==> src/design/bsdf_pkg.sv <==
// Package for the breakable spring-damper force block.
// Holds widths, register codes, the configuration struct and the
// controller-to-datapath command and datapath-to-controller status structs. No dependencies.
package bsdf_pkg;

    // Default parameter values.
    localparam int COORD_WIDTH_DEF = 24;
    localparam int FRAC_BITS_DEF   = 16;

    // Fixed widths.
    localparam int REG_W   = 24;
    localparam int FORCE_W = 32;
    localparam int ADDR_W  = 5;
    localparam int DATA_W  = 32;

    // Iteration counts of the square root unit and the divider.
    localparam int SQRT_STEPS = REG_W + 1;
    localparam int DIV_STEPS  = REG_W;
    localparam int CNT_W      = $clog2(SQRT_STEPS + 1);

    // Register indices.
    typedef enum logic [2:0] {
        REG_REST_LENGTH = 3'd0,
        REG_STIFFNESS   = 3'd1,
        REG_DAMPING     = 3'd2,
        REG_MIN_BREAK   = 3'd3,
        REG_MAX_BREAK   = 3'd4
    } reg_idx_t;

    typedef struct packed {
        logic [REG_W-1:0] rest_length;
        logic [REG_W-1:0] stiffness;
        logic [REG_W-1:0] damping;
        logic [REG_W-1:0] min_break;
        logic [REG_W-1:0] max_break;
    } cfg_t;

    // Commands from the controller to the datapath.
    typedef struct packed {
        logic       capture;
        logic       sq_step;
        logic       sqrt_init;
        logic       sqrt_step;
        logic       range_latch;
        logic       prod_load;
        logic       div_step;
        logic       kmul;
        logic       cmul;
        logic       comb;
        logic       set_broken;
        logic [1:0] idx;
    } cmd_t;

    // Status from the datapath to the controller.
    typedef struct packed {
        logic long_break;
        logic range_break;
    } status_t;

endpackage

==> src/design/breakable_spring_damper_force_top.sv <==
// Breakable spring-damper force block: one result word per input word.
// An intact spring runs a square root of 25 steps and 3 x 24 division steps;
// the length range check can break it after the square root, and a broken
// spring or a too-long component goes straight to the result.
// One word in flight: the next word is taken no earlier than the cycle after
// the result is taken.
// Synchronous active-low reset: registers to defaults, spring intact, idle.
module breakable_spring_damper_force_top #(
    parameter int COORD_WIDTH = bsdf_pkg::COORD_WIDTH_DEF,
    parameter int FRAC_BITS   = bsdf_pkg::FRAC_BITS_DEF
) (
    input  logic                                aclk,
    input  logic                                aresetn,
    input  logic                                psel,
    input  logic                                penable,
    input  logic                                pwrite,
    input  logic [bsdf_pkg::ADDR_W-1:0]         paddr,
    input  logic [bsdf_pkg::DATA_W-1:0]         pwdata,
    output logic [bsdf_pkg::DATA_W-1:0]         prdata,
    output logic                                pready,
    input  logic                                s_valid,
    output logic                                s_ready,
    input  logic signed [COORD_WIDTH-1:0]       s_first_pos_x,
    input  logic signed [COORD_WIDTH-1:0]       s_first_pos_y,
    input  logic signed [COORD_WIDTH-1:0]       s_first_pos_z,
    input  logic signed [COORD_WIDTH-1:0]       s_second_pos_x,
    input  logic signed [COORD_WIDTH-1:0]       s_second_pos_y,
    input  logic signed [COORD_WIDTH-1:0]       s_second_pos_z,
    input  logic signed [COORD_WIDTH-1:0]       s_first_vel_x,
    input  logic signed [COORD_WIDTH-1:0]       s_first_vel_y,
    input  logic signed [COORD_WIDTH-1:0]       s_first_vel_z,
    input  logic signed [COORD_WIDTH-1:0]       s_second_vel_x,
    input  logic signed [COORD_WIDTH-1:0]       s_second_vel_y,
    input  logic signed [COORD_WIDTH-1:0]       s_second_vel_z,
    output logic                                m_valid,
    input  logic                                m_ready,
    output logic signed [bsdf_pkg::FORCE_W-1:0] m_force_x,
    output logic signed [bsdf_pkg::FORCE_W-1:0] m_force_y,
    output logic signed [bsdf_pkg::FORCE_W-1:0] m_force_z,
    output logic                                m_broken,
    output logic                                m_force_saturated
);
    import bsdf_pkg::*;

    cfg_t    cfg;
    cmd_t    cmd;
    status_t status;
    logic signed [COORD_WIDTH-1:0] p1 [3];
    logic signed [COORD_WIDTH-1:0] p2 [3];
    logic signed [COORD_WIDTH-1:0] v1 [3];
    logic signed [COORD_WIDTH-1:0] v2 [3];
    logic signed [FORCE_W-1:0]     force_out [3];

    // Gather the vector components.
    assign p1 = '{s_first_pos_x, s_first_pos_y, s_first_pos_z};
    assign p2 = '{s_second_pos_x, s_second_pos_y, s_second_pos_z};
    assign v1 = '{s_first_vel_x, s_first_vel_y, s_first_vel_z};
    assign v2 = '{s_second_vel_x, s_second_vel_y, s_second_vel_z};

    bsdf_regs #(.FRAC_BITS(FRAC_BITS)) u_regs (
        .aclk, .aresetn, .psel, .penable, .pwrite, .paddr, .pwdata,
        .prdata, .pready, .cfg
    );

    bsdf_ctrl u_ctrl (
        .aclk, .aresetn, .s_valid, .s_ready, .m_valid, .m_ready,
        .status, .cmd
    );

    bsdf_dp #(.COORD_WIDTH(COORD_WIDTH), .FRAC_BITS(FRAC_BITS)) u_dp (
        .aclk, .cmd, .status, .cfg, .p1, .p2, .v1, .v2,
        .force_out, .broken(m_broken), .saturated(m_force_saturated)
    );

    assign m_force_x = force_out[0];
    assign m_force_y = force_out[1];
    assign m_force_z = force_out[2];

endmodule

==> src/design/bsdf_regs.sv <==
// APB register file for the spring parameters.
// Depends on bsdf_pkg.
module bsdf_regs #(
    parameter int FRAC_BITS = bsdf_pkg::FRAC_BITS_DEF
) (
    input  logic                        aclk,
    input  logic                        aresetn,
    input  logic                        psel,
    input  logic                        penable,
    input  logic                        pwrite,
    input  logic [bsdf_pkg::ADDR_W-1:0] paddr,
    input  logic [bsdf_pkg::DATA_W-1:0] pwdata,
    output logic [bsdf_pkg::DATA_W-1:0] prdata,
    output logic                        pready,
    output bsdf_pkg::cfg_t              cfg
);
    import bsdf_pkg::*;

    localparam logic [REG_W-1:0] REST_RST = REG_W'(64'd1 << FRAC_BITS);
    localparam logic [REG_W-1:0] MIN_RST  =
        REG_W'(((64'd5 << FRAC_BITS) + 64'd50) / 64'd100);
    localparam logic [REG_W-1:0] MAX_RST  = REG_W'(64'd2 << FRAC_BITS);

    cfg_t     cfg_reg, cfg_next;
    reg_idx_t idx;
    logic     wr_en;

    assign idx    = reg_idx_t'(paddr[ADDR_W-1:2]);
    assign wr_en  = psel && penable && pwrite;
    assign pready = 1'b1;
    assign cfg    = cfg_reg;

    // Register write decode.
    always_comb begin
        cfg_next = cfg_reg;
        if (wr_en) begin
            case (idx)
                REG_REST_LENGTH: cfg_next.rest_length = pwdata[REG_W-1:0];
                REG_STIFFNESS:   cfg_next.stiffness   = pwdata[REG_W-1:0];
                REG_DAMPING:     cfg_next.damping     = pwdata[REG_W-1:0];
                REG_MIN_BREAK:   cfg_next.min_break   = pwdata[REG_W-1:0];
                REG_MAX_BREAK:   cfg_next.max_break   = pwdata[REG_W-1:0];
                default:         cfg_next = cfg_reg;
            endcase
        end
    end

    always_ff @(posedge aclk) begin
        if (!aresetn) begin
            cfg_reg.rest_length <= REST_RST;
            cfg_reg.stiffness   <= REST_RST;
            cfg_reg.damping     <= '0;
            cfg_reg.min_break   <= MIN_RST;
            cfg_reg.max_break   <= MAX_RST;
        end else begin
            cfg_reg <= cfg_next;
        end
    end

    // Read back.
    always_comb begin
        case (idx)
            REG_REST_LENGTH: prdata = DATA_W'(cfg_reg.rest_length);
            REG_STIFFNESS:   prdata = DATA_W'(cfg_reg.stiffness);
            REG_DAMPING:     prdata = DATA_W'(cfg_reg.damping);
            REG_MIN_BREAK:   prdata = DATA_W'(cfg_reg.min_break);
            REG_MAX_BREAK:   prdata = DATA_W'(cfg_reg.max_break);
            default:         prdata = '0;
        endcase
    end

endmodule

==> src/design/bsdf_ctrl.sv <==
// Controller state machine: sequences the check, square root, division
// and per-axis force steps. Holds the sticky intact flag. Depends on bsdf_pkg.
module bsdf_ctrl (
    input  logic                aclk,
    input  logic                aresetn,
    input  logic                s_valid,
    output logic                s_ready,
    output logic                m_valid,
    input  logic                m_ready,
    input  bsdf_pkg::status_t   status,
    output bsdf_pkg::cmd_t      cmd
);
    import bsdf_pkg::*;

    typedef enum logic [3:0] {
        ST_IDLE, ST_CHECK, ST_SQ, ST_SQI, ST_SQRT, ST_RANGE,
        ST_PROD, ST_DIV, ST_KMUL, ST_CMUL, ST_COMB, ST_OUT
    } state_t;

    state_t           state_reg, state_next;
    logic [1:0]       idx_reg, idx_next;
    logic [CNT_W-1:0] cnt_reg, cnt_next;
    logic             intact_reg, intact_next;

    assign s_ready = (state_reg == ST_IDLE);
    assign m_valid = (state_reg == ST_OUT);

    // Next state and command decode.
    always_comb begin
        state_next  = state_reg;
        idx_next    = idx_reg;
        cnt_next    = cnt_reg;
        intact_next = intact_reg;
        cmd         = '0;
        cmd.idx     = idx_reg;
        case (state_reg)
            ST_IDLE: begin
                if (s_valid) begin
                    cmd.capture = 1'b1;
                    state_next  = ST_CHECK;
                end
            end
            ST_CHECK: begin
                if (!intact_reg || status.long_break) begin
                    intact_next    = 1'b0;
                    cmd.set_broken = 1'b1;
                    state_next     = ST_OUT;
                end else begin
                    idx_next   = 2'd0;
                    state_next = ST_SQ;
                end
            end
            ST_SQ: begin
                cmd.sq_step = 1'b1;
                if (idx_reg == 2'd2) begin
                    state_next = ST_SQI;
                end else begin
                    idx_next = idx_reg + 2'd1;
                end
            end
            ST_SQI: begin
                cmd.sqrt_init = 1'b1;
                cnt_next      = '0;
                state_next    = ST_SQRT;
            end
            ST_SQRT: begin
                cmd.sqrt_step = 1'b1;
                cnt_next      = cnt_reg + 1'b1;
                if (cnt_reg == CNT_W'(SQRT_STEPS - 1)) begin
                    state_next = ST_RANGE;
                end
            end
            ST_RANGE: begin
                if (status.range_break) begin
                    intact_next    = 1'b0;
                    cmd.set_broken = 1'b1;
                    state_next     = ST_OUT;
                end else begin
                    cmd.range_latch = 1'b1;
                    idx_next        = 2'd0;
                    state_next      = ST_PROD;
                end
            end
            ST_PROD: begin
                cmd.prod_load = 1'b1;
                cnt_next      = '0;
                state_next    = ST_DIV;
            end
            ST_DIV: begin
                cmd.div_step = 1'b1;
                cnt_next     = cnt_reg + 1'b1;
                if (cnt_reg == CNT_W'(DIV_STEPS - 1)) begin
                    state_next = ST_KMUL;
                end
            end
            ST_KMUL: begin
                cmd.kmul   = 1'b1;
                state_next = ST_CMUL;
            end
            ST_CMUL: begin
                cmd.cmul   = 1'b1;
                state_next = ST_COMB;
            end
            ST_COMB: begin
                cmd.comb = 1'b1;
                if (idx_reg == 2'd2) begin
                    state_next = ST_OUT;
                end else begin
                    idx_next   = idx_reg + 2'd1;
                    state_next = ST_PROD;
                end
            end
            ST_OUT: begin
                if (m_ready) begin
                    state_next = ST_IDLE;
                end
            end
            default: begin
                state_next = ST_IDLE;
            end
        endcase
    end

    always_ff @(posedge aclk) begin
        if (!aresetn) begin
            state_reg  <= ST_IDLE;
            idx_reg    <= '0;
            cnt_reg    <= '0;
            intact_reg <= 1'b1;
        end else begin
            state_reg  <= state_next;
            idx_reg    <= idx_next;
            cnt_reg    <= cnt_next;
            intact_reg <= intact_next;
        end
    end

endmodule

==> src/design/bsdf_dp.sv <==
// Datapath: differences, shared multiplier, bit-serial square root,
// restoring divider and saturating force combine. Depends on bsdf_pkg.
module bsdf_dp #(
    parameter int COORD_WIDTH = bsdf_pkg::COORD_WIDTH_DEF,
    parameter int FRAC_BITS   = bsdf_pkg::FRAC_BITS_DEF
) (
    input  logic                                 aclk,
    input  bsdf_pkg::cmd_t                       cmd,
    output bsdf_pkg::status_t                    status,
    input  bsdf_pkg::cfg_t                       cfg,
    input  logic signed [COORD_WIDTH-1:0]        p1 [3],
    input  logic signed [COORD_WIDTH-1:0]        p2 [3],
    input  logic signed [COORD_WIDTH-1:0]        v1 [3],
    input  logic signed [COORD_WIDTH-1:0]        v2 [3],
    output logic signed [bsdf_pkg::FORCE_W-1:0]  force_out [3],
    output logic                                 broken,
    output logic                                 saturated
);
    import bsdf_pkg::*;

    localparam int DW   = COORD_WIDTH + 1;
    localparam int CMPW = (DW > REG_W) ? DW : REG_W;
    localparam int PW   = REG_W + CMPW;
    localparam int AW   = 2 * REG_W + 2;
    localparam int SW   = 2 * REG_W - FRAC_BITS;
    localparam int FW   = PW - FRAC_BITS;
    localparam int TW   = FW + 2;
    localparam logic signed [TW-1:0] FMAX = TW'(64'h7FFF_FFFF);
    localparam logic signed [TW-1:0] FMIN = ~FMAX;

    logic signed [DW-1:0]  d_reg  [3];
    logic signed [DW-1:0]  dv_reg [3];
    logic [AW-1:0]         acc_reg;
    logic [AW-1:0]         rad_reg;
    logic [REG_W+2:0]      srem_reg;
    logic [REG_W:0]        root_reg;
    logic [REG_W-1:0]      r_reg;
    logic [REG_W-1:0]      rl_reg;
    logic                  rlneg_reg;
    logic [REG_W-1:0]      drem_reg;
    logic [REG_W-1:0]      dq_reg;
    logic [SW-1:0]         s_reg;
    logic [FW-1:0]         f_reg;
    logic signed [FORCE_W-1:0] force_reg [3];
    logic                  broken_reg;
    logic                  sat_reg;

    logic signed [DW-1:0]  dsel, dvsel;
    logic [CMPW-1:0]       dmag_sel, dvmag_sel;
    logic [CMPW-1:0]       dmag [3];
    logic [CMPW-1:0]       max_ext;
    logic [REG_W-1:0]      mul_a;
    logic [CMPW-1:0]       mul_b;
    logic [PW-1:0]         prod;
    logic [REG_W+4:0]      sq_rt, sq_trial;
    logic [REG_W:0]        dv_t;
    logic [REG_W+1:0]      root_ext;
    logic [REG_W+1:0]      min_ext, max_ext2;
    logic signed [TW-1:0]  sv, fv, tot;

    function automatic logic [CMPW-1:0] absval(input logic signed [DW-1:0] x);
        logic [DW-1:0] m;
        m = x[DW-1] ? DW'(-x) : DW'(x);
        return CMPW'(m);
    endfunction

    // Length limits, widened to the magnitude and square root result widths.
    assign max_ext  = CMPW'(cfg.max_break);
    assign root_ext = (REG_W + 2)'(root_reg);
    assign min_ext  = (REG_W + 2)'(cfg.min_break);
    assign max_ext2 = (REG_W + 2)'(cfg.max_break);

    // Long-component check on the magnitudes and range check on the root.
    always_comb begin
        status.long_break  = 1'b0;
        status.range_break = (root_ext <= min_ext) || (root_ext >= max_ext2);
        for (int i = 0; i < 3; i++) begin
            dmag[i] = absval(d_reg[i]);
            if (dmag[i] >= max_ext) begin
                status.long_break = 1'b1;
            end
        end
    end

    assign dsel      = d_reg[cmd.idx];
    assign dvsel     = dv_reg[cmd.idx];
    assign dmag_sel  = absval(dsel);
    assign dvmag_sel = absval(dvsel);

    // Shared multiplier operand selection.
    always_comb begin
        mul_a = dmag_sel[REG_W-1:0];
        mul_b = CMPW'(dmag_sel[REG_W-1:0]);
        if (cmd.prod_load) begin
            mul_b = CMPW'(rl_reg);
        end else if (cmd.kmul) begin
            mul_a = cfg.stiffness;
            mul_b = CMPW'(dq_reg);
        end else if (cmd.cmul) begin
            mul_a = cfg.damping;
            mul_b = dvmag_sel;
        end
    end
    assign prod = PW'(mul_a) * PW'(mul_b);

    // One square root digit per step.
    assign sq_rt    = {srem_reg, rad_reg[AW-1:AW-2]};
    assign sq_trial = {2'b00, root_reg, 2'b01};

    // One quotient bit per step.
    assign dv_t = {drem_reg, dq_reg[REG_W-1]};

    // Signed force combine.
    always_comb begin
        sv  = TW'(s_reg);
        if (d_reg[cmd.idx][DW-1] != rlneg_reg) begin
            sv = -sv;
        end
        fv  = TW'(f_reg);
        if (dvsel[DW-1]) begin
            fv = -fv;
        end
        tot = -sv - fv;
    end

    always_ff @(posedge aclk) begin
        if (cmd.capture) begin
            for (int i = 0; i < 3; i++) begin
                d_reg[i]  <= DW'(p1[i]) - DW'(p2[i]);
                dv_reg[i] <= DW'(v1[i]) - DW'(v2[i]);
            end
            acc_reg    <= '0;
            broken_reg <= 1'b0;
            sat_reg    <= 1'b0;
        end
        if (cmd.sq_step) begin
            acc_reg <= acc_reg + AW'(prod[2*REG_W-1:0]);
        end
        if (cmd.sqrt_init) begin
            rad_reg  <= acc_reg;
            srem_reg <= '0;
            root_reg <= '0;
        end
        if (cmd.sqrt_step) begin
            rad_reg <= {rad_reg[AW-3:0], 2'b00};
            if (sq_rt >= sq_trial) begin
                srem_reg <= (REG_W + 3)'(sq_rt - sq_trial);
                root_reg <= {root_reg[REG_W-1:0], 1'b1};
            end else begin
                srem_reg <= (REG_W + 3)'(sq_rt);
                root_reg <= {root_reg[REG_W-1:0], 1'b0};
            end
        end
        if (cmd.range_latch) begin
            r_reg <= root_reg[REG_W-1:0];
            if (root_reg[REG_W-1:0] < cfg.rest_length) begin
                rl_reg    <= cfg.rest_length - root_reg[REG_W-1:0];
                rlneg_reg <= 1'b1;
            end else begin
                rl_reg    <= root_reg[REG_W-1:0] - cfg.rest_length;
                rlneg_reg <= 1'b0;
            end
        end
        if (cmd.prod_load) begin
            drem_reg <= prod[2*REG_W-1:REG_W];
            dq_reg   <= prod[REG_W-1:0];
        end
        if (cmd.div_step) begin
            if (dv_t >= {1'b0, r_reg}) begin
                drem_reg <= REG_W'(dv_t - {1'b0, r_reg});
                dq_reg   <= {dq_reg[REG_W-2:0], 1'b1};
            end else begin
                drem_reg <= dv_t[REG_W-1:0];
                dq_reg   <= {dq_reg[REG_W-2:0], 1'b0};
            end
        end
        if (cmd.kmul) begin
            s_reg <= prod[2*REG_W-1:FRAC_BITS];
        end
        if (cmd.cmul) begin
            f_reg <= prod[PW-1:FRAC_BITS];
        end
        if (cmd.comb) begin
            if (tot > FMAX) begin
                force_reg[cmd.idx] <= FMAX[FORCE_W-1:0];
                sat_reg            <= 1'b1;
            end else if (tot < FMIN) begin
                force_reg[cmd.idx] <= FMIN[FORCE_W-1:0];
                sat_reg            <= 1'b1;
            end else begin
                force_reg[cmd.idx] <= tot[FORCE_W-1:0];
            end
        end
        if (cmd.set_broken) begin
            for (int i = 0; i < 3; i++) begin
                force_reg[i] <= '0;
            end
            broken_reg <= 1'b1;
            sat_reg    <= 1'b0;
        end
    end

    assign force_out = force_reg;
    assign broken    = broken_reg;
    assign saturated = sat_reg;

endmodule

==> config.mk <==
export PLATFORM = sky130hd
export DESIGN_NAME = breakable_spring_damper_force_top
export DESIGN_NICKNAME = d
export VERILOG_FILES = /design/src/design/bsdf_pkg.sv /design/src/design/breakable_spring_damper_force_top.sv /design/src/design/bsdf_regs.sv /design/src/design/bsdf_ctrl.sv /design/src/design/bsdf_dp.sv
export SDC_FILE = /design/constraint.sdc
export NUM_CORES = 2
export LEC_CHECK = 0
export ABC_AREA = 1
export BUFFER_PORTS_ARGS = -buffer_cell sky130_fd_sc_hd__buf_4
export CELL_PAD_IN_SITES_DETAIL_PLACEMENT = 1
export CELL_PAD_IN_SITES_GLOBAL_PLACEMENT = 1
export CORE_ASPECT_RATIO = 0.75
export CORE_UTILIZATION = 25
export DETAILED_ROUTE_END_ITERATION = 10
export PLACE_DENSITY = 0.6
export SLEW_MARGIN = 40
export SYNTH_ARGS = -nofsm -noshare
export SYNTH_HDL_FRONTEND = slang
export SYNTH_HIERARCHICAL = 1
export SYNTH_SLANG_ARGS = --single-unit
==> constraint.sdc <==
create_clock -name aclk -period 37.1 [get_ports aclk]
set_clock_uncertainty 0.05 [all_clocks]
set_input_delay 11.13 -clock aclk [delete_from_list [all_inputs] [get_ports aclk]]
set_output_delay 11.13 -clock aclk [all_outputs]
set_load 0.005 [all_outputs]
Word level (Yosys, flattened, before mapping)
Memory sizes are Yosys's and may differ from the RTL's. A register that Yosys moved wholly into a read port is not among the register bits.
Index checks and enable logic that the tools add are counted.
{"block": "classes", "magnitude_cmp": 12, "eq_ne": 29, "reduce_logical": 25, "mux": 82, "div": 0, "n_mul": 1, "addsub": 22, "shift": 0, "bitwise": 7}
{"operator": "$mux 24", "n": 10}
{"operator": "$mux 25", "n": 9}
{"operator": "$mux 50", "n": 4}
{"operator": "$mux 96", "n": 2}
{"operator": "$sub 24x24->25", "n": 6}
{"operator": "$ge 25x24->1", "n": 5}
{"operator": "$pmux 24 s5", "n": 1}
{"operator": "$neg 25->25", "n": 4}
{"operator": "$bwmux 96", "n": 1}
{"operator": "$and 93x93->93", "n": 1}
{"operator": "$not 93->93", "n": 1}
{"operator": "$or 93x93->93", "n": 1}
{"operator": "$mux 27", "n": 3}
{"operator": "$sub 24x24->24", "n": 3}
{"operator": "$mux 35", "n": 2}
{"operator": "$demux 32 s2", "n": 1}
{"operator": "$add 50x48->50", "n": 1}
{"operator": "$mul 24x25->49", "n": 1}
{"operator": "$pmux 4 s12", "n": 1}
{"operator": "$gt 35x32->1 const B", "n": 1}
{"operator": "$lt 35x32->1 const B", "n": 1}
{"operator": "$neg 32->35", "n": 1}
{"operator": "$neg 33->35", "n": 1}
{"operator": "$neg 35->35", "n": 1}
{"operator": "other kinds (45)", "n": 116}
{"block": "totals", "memories": 2, "wordCells": 206, "output_inout_bits": 133, "mem_bits_rw": 150, "latchBits": 0, "in_bits": 332, "ff_bits": 544, "romBits": 0}
{"memory": "u_dp.d_reg", "depth": 3, "width": 25, "read_ports": 4, "rd_clocked_by_memory_dff": 1, "wr": 3, "line_no": "bsdf_dp.sv:31", "source": "logic signed [DW-1:0] d_reg [3];"}
{"memory": "u_dp.dv_reg", "depth": 3, "width": 25, "read_ports": 1, "rd_clocked_by_memory_dff": 1, "wr": 3, "line_no": "bsdf_dp.sv:32", "source": "logic signed [DW-1:0] dv_reg [3];"}

Longest topological paths before layout
An unclocked memory read counts as a cell.
{"block": "depth", "word_depth": 12, "depth_mapped": 61, "ltp_nobuf": 58}

By module
Netlist, hierarchy kept.
{"mod": "bsdf_dp", "n_inst": 1, "seq_area_each_um2": 15875.2, "area_each_um2": 68996.2, "cells_each": 9234}
{"mod": "bsdf_regs", "n_inst": 1, "seq_area_each_um2": 2402.3, "area_each_um2": 5993.2, "cells_each": 974}
{"mod": "bsdf_ctrl", "n_inst": 1, "seq_area_each_um2": 240.2, "area_each_um2": 858.3, "cells_each": 150}

Worst setup path before layout
OpenSTA, ideal clock, no wires.
{"block": "synth_timing", "kind": "input to register", "startpoint": "input port s_valid", "endpoint": "register u_dp.acc_reg[0] (enable)", "setup_ps": 409, "t_required_ps": 36641, "setup_slack_ps": 12879, "stages": 4, "arrival_time_ps": 23761, "n_path_buf": 0, "path_cell_list": "inv_1 -> nor3_1 -> inv_1 -> nand2_1"}
{"item": "start: declaration", "line_no": "breakable_spring_damper_force_top.sv:21", "source": "input logic s_valid,"}
{"item": "end signal: assignment", "line_no": "bsdf_dp.sv:137", "source": "acc_reg <= acc_reg + AW'(prod[2*REG_W-1:0]);"}
{"item": "end: declaration", "line_no": "bsdf_dp.sv:33", "source": "logic [AW-1:0] acc_reg;"}

Worst setup path after layout
{"block": "layout_timing", "startpoint": "input port paddr[4] in the netlist's numbering", "endpoint": "output port prdata[8] in the netlist's numbering"}
{"block": "layout_between", "elab_chain_len": 2, "word_cells_on_any_way": 6, "cone_classes": "4 x eq/ne; 1 x mux; 1 x reduce/logical"}
{"item": "start: declaration", "line_no": "breakable_spring_damper_force_top.sv:17", "source": "input logic [bsdf_pkg::ADDR_W-1:0] paddr,"}
{"item": "$eq 3x3->1 (tied with other cells)", "line_no": "bsdf_regs.sv:62", "source": "case (idx)"}
{"item": "$pmux 24 s5 *", "line_no": "bsdf_regs.sv:62"}
{"item": "end: declaration", "line_no": "breakable_spring_damper_force_top.sv:19", "source": "output logic [bsdf_pkg::DATA_W-1:0] prdata,"}
Every way passes the cells marked *; elsewhere a longest branch is shown, timed or not.

==> results.toml <==
[run_status]
status = "completed"

[synth]
syn_area_um2 = 75800
netlist_top_cells_area = "edfxtp_1 (18%), fa_1 (14%), nand2_1 (11%), ha_1 (11%), inv_1 (8.1%)"
yosysTopAreaCellShare_pct = 18.3
post-synth-top-count-cell = "nand2_1"
synthArstFlopShare_pct = 0
syn-instance-count = 10400
synth-main-ff-cell = "edfxtp_1"
synth-edff-count = 462
yosysWarningCount = 6
syn_avg_cell_area_um2 = 7.32
seq_area_frac_synth_pct = 24.4
synth.top_cells.by_count = "nand2_1 (2252), inv_1 (1641), nor2_1 (1266), nand3_1 (746), a21oi_1 (669)"
yosys_register_bits = 694
synth_cell_type_count = 70
yosysTopAreaCell = "edfxtp_1"

[die]
io_pins = 465
die_w_um = 638
core_area_um2 = 301000
die_area_um2 = 306000
rows = 174
start_util_pct = 25.2
die_y_um = 479

[min_path]
holdPathStages = 2
whs_endpoint = "u_dp/broken"
min_from = "u_dp/broken"
hold_path_class = "flip-flop to flip-flop"

[sta]
max_slew_margin_pct = 40.0
fin_crit_sh_pct = 66.2
setup_viol = 0
layout_min_cycle_time_ns = 24.57
fin_ws_ns = 12.53
clock.fmax_mhz = 40.7
hold_violations = 0
maxSlewViolCount = 0
max_slew.worst_pin.slew_ns = 0.899
grt_setup_unrepaired = "no"
setup_tns_ns = 0

[critical_path]
r2r_cells = 51
cpPeakStageDelay_ns = 0.50
reg2reg_to = "u_dp/acc_reg[47]"
cpMostUsedCell = "nand2_1"
r2r_start = "u_ctrl/idx_reg[1]"
critPathMaxFanout = 30
cp_num_buf_inv = 5
crit_path_start_kind = "primary input"
crit_arrival_ns = 13.39
path_cells = "buf_4, inv_2, nand3_4, inv_2, nand2_1, nand2_1, inv_1, nand2_1, buf_4"
cp-end-kind = "output pin"
cp.required_ns = 25.92
crit_slowest_cell = "inv_2"
r2r_slack_ns = 22.83
critPathKind = "primary input to output pin"
path_delay_family = "buffers and inverters"

[route]
routed_wl_mm = 321
detail_route.vias_per_cell = 4.87
detail_route.wl_per_cell_um = 21.7
firstDrtPassIters = 6
initialDrtViolationCount = 5277
final_antenna_net_count = 0
vias = 72000
drc = 0

[cts]
cts_root_buf = "clkbuf_16"
cts_tree = "built"
clkTransAtPathRegs_ns = 0.05
cts_made_buffers = 82
post_cts_buffers = 0
hold_buffers = 0
post_cts_resized = 0
cts_htree_levels = 3
clock-sinks = 694
clkLatencyLatePin_ns = 0.72
clockBufferDepth = 3

[place]
post-place-ws_ns = 12.56
place_inst = 14600
place_congestion = 0.919
dp.final_hpwl_mm = 261
port_buffers = 445

[global_routing]
grt_max_degree = 94
grt_pass1_vias = 74400
grt_remaining_overflow = 0
grt_usage_pct = 20.4
antenna_found_initial = 22
grt_first_pass_wirelength_mm = 477

[layout]
fillers = 36900
drive_gt1_share_pct = 8.01
finalNetCount = 12200
syn_to_final_growth_pct = 14.1
largest_reg_flops = 120
fin_cells = 14800
final_util_pct = 28.8

[job]
cap_violations = 0
==> how the worst max path moves through the flow <==
stage	depth (start not counted)	slack [ns]	endpoint	startpoint
6_report	9	12.53	prdata[8]	paddr[4]
5_1_grt	9	12.46	prdata[8]	paddr[4]
4_1_cts	9	12.54	prdata[8]	paddr[4]
3_5_place_dp	9	12.56	prdata[8]	paddr[4]
3_3_place_gp	9	12.51	prdata[8]	paddr[4]
2_1_floorplan	4	12.88	u_dp/acc_reg[0]	s_valid
==> cell type report <==
class | count | area (um2) | share of cell area [%]
sequential | 694 | 18500 | 21.4
tap | 4048 | 5060 | 5.85
inverter | 1674 | 6290 | 7.27
timing repair buffer | 567 | 4310 | 4.98
clock inverter | 49 | 564 | 0.652
clock buffer | 103 | 2210 | 2.55
multi-input combinational | 7636 | 49600 | 57.3
antenna | 7 | 17.5 | 0.0202
==> tightest hold or removal path, delay by kind of cell (launching register included) <==
family | cells | cell delay [ns]
simple gates | 2 | 0.10
flops | 1 | 0.31
==> cells by family after synthesis <==
| family | after synthesis | synth area share, % |
|---|---|---|
| simple gates | 4609 | 25.2 |
| buf+inv | 2035 | 10.5 |
| compound gates | 1424 | 10.5 |
| fa+ha+maj | 1179 | 24.5 |
| flops | 694 | 24.4 |
| xor+xnor | 410 | 4.75 |
| mux | 5 | 0.0660 |
| other cells | 2 | 0.00990 |
==> placed cells by master, fill, tap and decap left out, drive strengths merged, types with 278 or more instances in the layout <==
cell / n
buf: 567
fa: 515
nand3: 750
ha: 664
edfxtp: 462
o21ai: 447
nor2: 1286
a21oi: 674
nand2: 2269
xor2: 278
inv: 1675
==> per-stage QoR <==
step	cell area [um2]	hold WS (ns)
2_1_floorplan	75900	0.369
3_3_place_gp	83600	0.387
3_5_place_dp	83700	0.393
4_1_cts	86500	0.404
5_1_grt	86500	0.452
6_report	86500	0.399
==> routing by layer <==
metal	GRT usage, %	up-vias	part of all wire (%)
met3	2.72	316	6.0
met1	30.1	35800	49
li1	-	33800	-
met2	31.7	2037	43
met4	4.08	8	2.1
met5	0	-	0.013
Power is left out: the tool's default activity adds up to more than one toggle a clock period on the data nets, which glitch-free logic cannot reach.
